--- src/sv/tcw_pkg.sv ---
// tcw_pkg: shared widths, command and character codes, fsm state and the
// controller/datapath command and status words of the text console writer
// no dependencies
`timescale 1ns / 1ps
`default_nettype none

package tcw_pkg;

    localparam int DEF_COLUMNS  = 80;
    localparam int DEF_MAX_ROWS = 25;

    localparam int FUNC_W     = 2;
    localparam int CHAR_W     = 8;
    localparam int ATTR_W     = 8;
    localparam int IDX_W      = 11;
    localparam int WIN_W      = 5;
    localparam int CELL_W     = CHAR_W + ATTR_W;
    localparam int CFG_IDX_W  = 1;
    localparam int CFG_DATA_W = 8;

    localparam logic [FUNC_W-1:0] FUNC_PUT   = 2'd0;
    localparam logic [FUNC_W-1:0] FUNC_CLEAR = 2'd1;
    localparam logic [FUNC_W-1:0] FUNC_READ  = 2'd2;
    localparam logic [FUNC_W-1:0] FUNC_SETC  = 2'd3;

    localparam logic [CHAR_W-1:0] CH_NEWLINE   = 8'd10;
    localparam logic [CHAR_W-1:0] CH_RETURN    = 8'd13;
    localparam logic [CHAR_W-1:0] CH_BACKSPACE = 8'd8;
    localparam logic [CHAR_W-1:0] BLANK_CHAR   = 8'h20;

    localparam logic [ATTR_W-1:0] RESET_ATTR = 8'd9;
    localparam logic [WIN_W-1:0]  RESET_WIN  = 5'd25;

    localparam logic [CFG_IDX_W-1:0] CFG_TEXT_ATTR   = 1'd0;
    localparam logic [CFG_IDX_W-1:0] CFG_WINDOW_ROWS = 1'd1;

    typedef enum logic [3:0] {
        ST_INIT,
        ST_IDLE,
        ST_EXEC,
        ST_CHECK,
        ST_COPY,
        ST_BLANK,
        ST_CLEAR,
        ST_DIV,
        ST_FIN
    } state_t;

    typedef struct packed {
        logic load;
        logic exec;
        logic fill_step;
        logic fill_rst;
        logic copy_step;
        logic scroll_fix;
        logic div_step;
        logic finish;
    } dp_cmd_t;

    typedef struct packed {
        logic is_put;
        logic is_clear;
        logic is_setc;
        logic need_scroll;
        logic fill_last;
        logic copy_done;
        logic blank_last;
        logic div_done;
    } dp_status_t;

endpackage

`default_nettype wire

--- src/sv/tcw_ctrl.sv ---
// tcw_ctrl: sequencing state machine of the text console writer
// depends on tcw_pkg
`timescale 1ns / 1ps
`default_nettype none

module tcw_ctrl
    import tcw_pkg::*;
(
    input  wire logic       clk,
    input  wire logic       rst_n,
    input  wire logic       start,
    input  wire dp_status_t status,
    output dp_cmd_t         cmd,
    output logic            busy
);

    state_t state_reg;
    state_t state_next;

    always_ff @(posedge clk or negedge rst_n)
    begin
        if (!rst_n)
        begin
            state_reg <= ST_INIT;
        end
        else
        begin
            state_reg <= state_next;
        end
    end

    always_comb
    begin
        state_next = state_reg;
        case (state_reg)
            ST_INIT:
            begin
                if (status.fill_last)
                begin
                    state_next = ST_IDLE;
                end
            end
            ST_IDLE:
            begin
                if (start)
                begin
                    state_next = ST_EXEC;
                end
            end
            ST_EXEC:
            begin
                if (status.is_clear)
                begin
                    state_next = ST_CLEAR;
                end
                else if (status.is_setc)
                begin
                    state_next = ST_DIV;
                end
                else
                begin
                    state_next = ST_CHECK;
                end
            end
            ST_CHECK:
            begin
                if (status.is_put && status.need_scroll)
                begin
                    state_next = ST_COPY;
                end
                else
                begin
                    state_next = ST_FIN;
                end
            end
            ST_COPY:
            begin
                if (status.copy_done)
                begin
                    state_next = ST_BLANK;
                end
            end
            ST_BLANK:
            begin
                if (status.blank_last)
                begin
                    state_next = ST_FIN;
                end
            end
            ST_CLEAR:
            begin
                if (status.fill_last)
                begin
                    state_next = ST_FIN;
                end
            end
            ST_DIV:
            begin
                if (status.div_done)
                begin
                    state_next = ST_FIN;
                end
            end
            ST_FIN:
            begin
                state_next = ST_IDLE;
            end
            default:
            begin
                state_next = ST_INIT;
            end
        endcase
    end

    always_comb
    begin
        cmd  = '0;
        busy = 1'b1;
        case (state_reg)
            ST_INIT:
            begin
                cmd.fill_step = 1'b1;
                cmd.fill_rst  = 1'b1;
            end
            ST_IDLE:
            begin
                busy     = 1'b0;
                cmd.load = start;
            end
            ST_EXEC:
            begin
                cmd.exec = 1'b1;
            end
            ST_CHECK:
            begin
                cmd = '0;
            end
            ST_COPY:
            begin
                cmd.copy_step = 1'b1;
            end
            ST_BLANK:
            begin
                cmd.fill_step  = 1'b1;
                cmd.scroll_fix = status.blank_last;
            end
            ST_CLEAR:
            begin
                cmd.fill_step = 1'b1;
            end
            ST_DIV:
            begin
                cmd.div_step = 1'b1;
            end
            ST_FIN:
            begin
                cmd.finish = 1'b1;
            end
            default:
            begin
                cmd = '0;
            end
        endcase
    end

endmodule

`default_nettype wire

--- config.mk ---
export PLATFORM = sky130hd
export DESIGN_NAME = tcw_ctrl
export DESIGN_NICKNAME = d
export VERILOG_FILES = /design/src/sv/tcw_pkg.sv /design/src/sv/tcw_ctrl.sv
export SDC_FILE = /design/constraint.sdc
export NUM_CORES = 1
export LEC_CHECK = 0
export BUFFER_PORTS_ARGS = -buffer_cell sky130_fd_sc_hd__buf_2
export CAP_MARGIN = 15
export CORE_MARGIN = 3
export CORE_UTILIZATION = 30
export CTS_BUF_LIST = sky130_fd_sc_hd__clkbuf_4 sky130_fd_sc_hd__clkbuf_8
export DETAILED_ROUTE_END_ITERATION = 10
export PLACE_DENSITY = 0.62
export SYNTH_ARGS = -nofsm -noshare
export SYNTH_HDL_FRONTEND = slang
export SYNTH_SLANG_ARGS = --single-unit
--- constraint.sdc ---
create_clock -name clk -period 3.15 [get_ports clk]
set_input_delay 0.63 -clock clk [delete_from_list [all_inputs] [get_ports clk]]
set_output_delay 0.63 -clock clk [all_outputs]
set_load 0.1 [all_outputs]
After elaboration in Yosys (flattened, before gate mapping)
Cells that the tools add are included.
{"block": "word_totals", "reg_bits": 4, "inputBits": 11, "out_inout_bits": 9, "elab_cells": 38}
{"block": "classes", "n_eq_ne": 14, "mux": 19, "reduce_logical": 4}
{"operator": "case mux 4 bit (9 select lines)", "n": 1}
{"operator": "2-to-1 mux 4 bit", "n": 7}
{"operator": "equality test 4 x 3 -> 1 bit (second input constant)", "n": 4}
{"operator": "!= test 2 bit (second input constant)", "n": 6}
{"operator": "2-to-1 mux 1 bit", "n": 9}
{"operator": "equality test 4 x 2 -> 1 bit (second input constant)", "n": 2}
{"operator": "2-to-1 mux 3 bit", "n": 2}
{"operator": "AND reduction 6 bit", "n": 1}
{"operator": "equality test 4 x 1 -> 1 bit (second input constant)", "n": 1}
{"operator": "equality test 4 bit (second input constant)", "n": 1}
{"operator": "logical NOT 4 bit", "n": 1}
{"operator": "OR reduction 3 bit", "n": 1}
{"operator": "logical AND 1 bit", "n": 1}

Longest topological paths before layout
{"block": "logic_depth", "depth_word": 3, "mapped_depth": 5, "ltp_nobuf": 4}

Worst setup path before layout
No wires, ideal clock.
{"block": "synth_path", "path_type": "reg2out", "start": "register state_reg[1]", "end": "output cmd[6] (netlist bit)", "t_arrival_ns": 3.863, "required_ns": 2.520, "path_slack_ns": -1.343, "path_stages_with_launch": 4, "n_path_buf": 2, "cell_sequence": "dfrtp_1 buf_6 clkbuf_1 nor4b_1"}
{"element": "from (decl)", "line": "tcw_ctrl.sv:17", "text": "state_t state_reg;"}
{"element": "from (signal assigned)", "line": "tcw_ctrl.sv:28", "text": "state_reg <= state_next;"}
{"element": "to (decl)", "line": "tcw_ctrl.sv:13", "text": "output dp_cmd_t cmd,"}

==> flow_metrics.tcl <==
set metrics [dict create \
    avgSynthCellArea_um2 7.98 \
    crit-reg2reg-launch "state_reg[2]$_DFFE_PN0P_" \
    drt-vias-per-instance 4.98 \
    clk_latency_ps 240 \
    grt_usage_pct 11.1 \
    antenna_found_initial 0 \
    synth_top_cell_by_area "dfrtp_1" \
    arrival_ps 1800 \
    drv_cap 0 \
    dieHeight_um 43.5 \
    critPathLaunch "state_reg[0]$_DFFE_PN0P_" \
    gp_routability_congestion 0.755 \
    largest_register_ffs 4 \
    layout.nets 83 \
    n_antenna_cell 0 \
    synth_seq_area_share_pct 23.7 \
    grt_pass1_wl_um 1580 \
    synthArstFlopShare_pct 100 \
    clk_path_buf_depth 2 \
    worstHoldPathType "input pin to async pin" \
    port_buffers 19 \
    met2_length_um 459 \
    required_ps 2520 \
    via_count 418 \
    first_global_vias 361 \
    tritoncts "built" \
    cp-end-kind "output pin" \
    cts_setup_buffers 0 \
    core_mm2 0.00122 \
    slew_viol_final 0 \
    met1Wirelength_um 450 \
    drc 0 \
    finalHoldViolCount 0 \
    synth_warnings 0 \
    ys_types 29 \
    grt_max_degree 19 \
    dp_hpwl_um 726 \
    drt_iter0_drc 0 \
    rsz0062_at_grt "no" \
    report.final.setup_viol 0 \
    firstDrtPassIters 1 \
    worstReg2RegEnd "state_reg[0]$_DFFE_PN0P_" \
    syn-instance-count 53 \
    reg2reg_setup_slack_ps 1170 \
    fin_worst_skew_ps 7.77 \
    yosysMostFrequentCell "nor2_1" \
    cts_root_buffer "clkbuf_4" \
    fin_tns_setup_ps 0 \
    reg2reg_depth 4 \
    ctsResizeCount 0 \
    worst_pin_slew_ps 617 \
    dr_wl_met3_um 83 \
    synth_edf_count 0 \
    clock.fmax_ghz 0.412 \
    post-route-min-period_ps 2430 \
    initial_core_util_pct 34.8 \
    cts_sinks 4 \
    syn_nets 64 \
    cts_buffers 3 \
    totalWireLength_um 993 \
    synth.ff_latch_count 4 \
    drive_gt1_share_pct 44.3 \
    crit_fanout 16 \
    status "completed" \
    hold_buffers 0 \
    synth.top_cells.by_count "nor2_1, nand2_1, dfrtp_1, nor2b_1" \
    die_area_mm2 0.00190 \
    synthTopCellsByArea "dfrtp_1, mux2_4, nor2_1, nand2_1, nor2b_1" \
    htree_levels 1 \
    rows 12 \
    cp-start-kind "flip-flop" \
    path_class "flip-flop to output pin" \
    path_clk_slew_ps 40 \
    synth.top_cell.area_share_pct 23.7 \
    die_width_um 43.5 \
    final_antenna_net_count 0 \
    top_layer_used "met3" \
    area_delta_synth_final_pct 30.2 \
    synth_ff_type "dfrtp_1" \
    period_share_pct 77.0 \
    pin_count 20 \
    relSlewSlack_pct 58.9 \
    syn_area_um2 423 \
    routedWlPerCell_um 11.8 \
    grt_overflow 0 \
]
## layout make-up
type / instances / area [um^2]
well taps: 14 / 17.5
clock buffers: 3 / 22.5
multi-input cells: 44 / 315
fillers: 127 / 666
repair buffers: 19 / 95.1
flip-flops and latches: 4 / 100
## critical path: stages (launching register included)
cell	delay (ps)
dfrtp_1	680
nor2b_1	260
and3_1	190
buf_2	430
## per-stage QoR
step	setup WS [ps]	hold WS (ps)	utilization [%]	cell area [um^2]	std cells
floorplan	8.03	334	-	447	53
global placement	984	435	43.4	528	81
detailed placement	963	436	43.4	528	81
CTS	706	176	45.3	551	84
global route	603	182	45.3	551	84
finish	725	186	45.3	551	84
## per-layer routing
metal / up-vias / global-route usage [%]
met3: 0 / 3.73
met4: 0 / 5.42
met5: - / 0
li1: 223 / -
met1: 180 / 15.2
met2: 15 / 15.1
## logic make-up (layout without fill, tap and decap cells)
kind of cell	Yosys count	count (layout)	synth area share (%)
buf+inv	5	22	7.40
compound gates	12	12	22.2
mux	2	2	7.10
flops	4	4	23.7
simple gates	29	29	37.6
xor+xnor	1	1	2.07
## layout by cell type, fill, tap and decap left out, types with 2 or more instances in the layout
cell type and instances:
mux2_4 2, buf_2 19, clkbuf_4 3, nor2_1 8
dfrtp_1 4, nand2_1 6, nand2b_1 2, nor4b_2 2
a22o_1 2, o21ai_0 2, nor2b_1 3
## worst max path at each step
stage / to / depth (start not counted)
floorplan: cmd[6] / 3
global placement: cmd[7] / 3
detailed placement: cmd[7] / 3
CTS: cmd[7] / 3
global route: cmd[5] / 4
finish: cmd[7] / 3
Power is not shown: default switching activity piles up to over one toggle a cycle in this logic, so the estimate is an artifact.
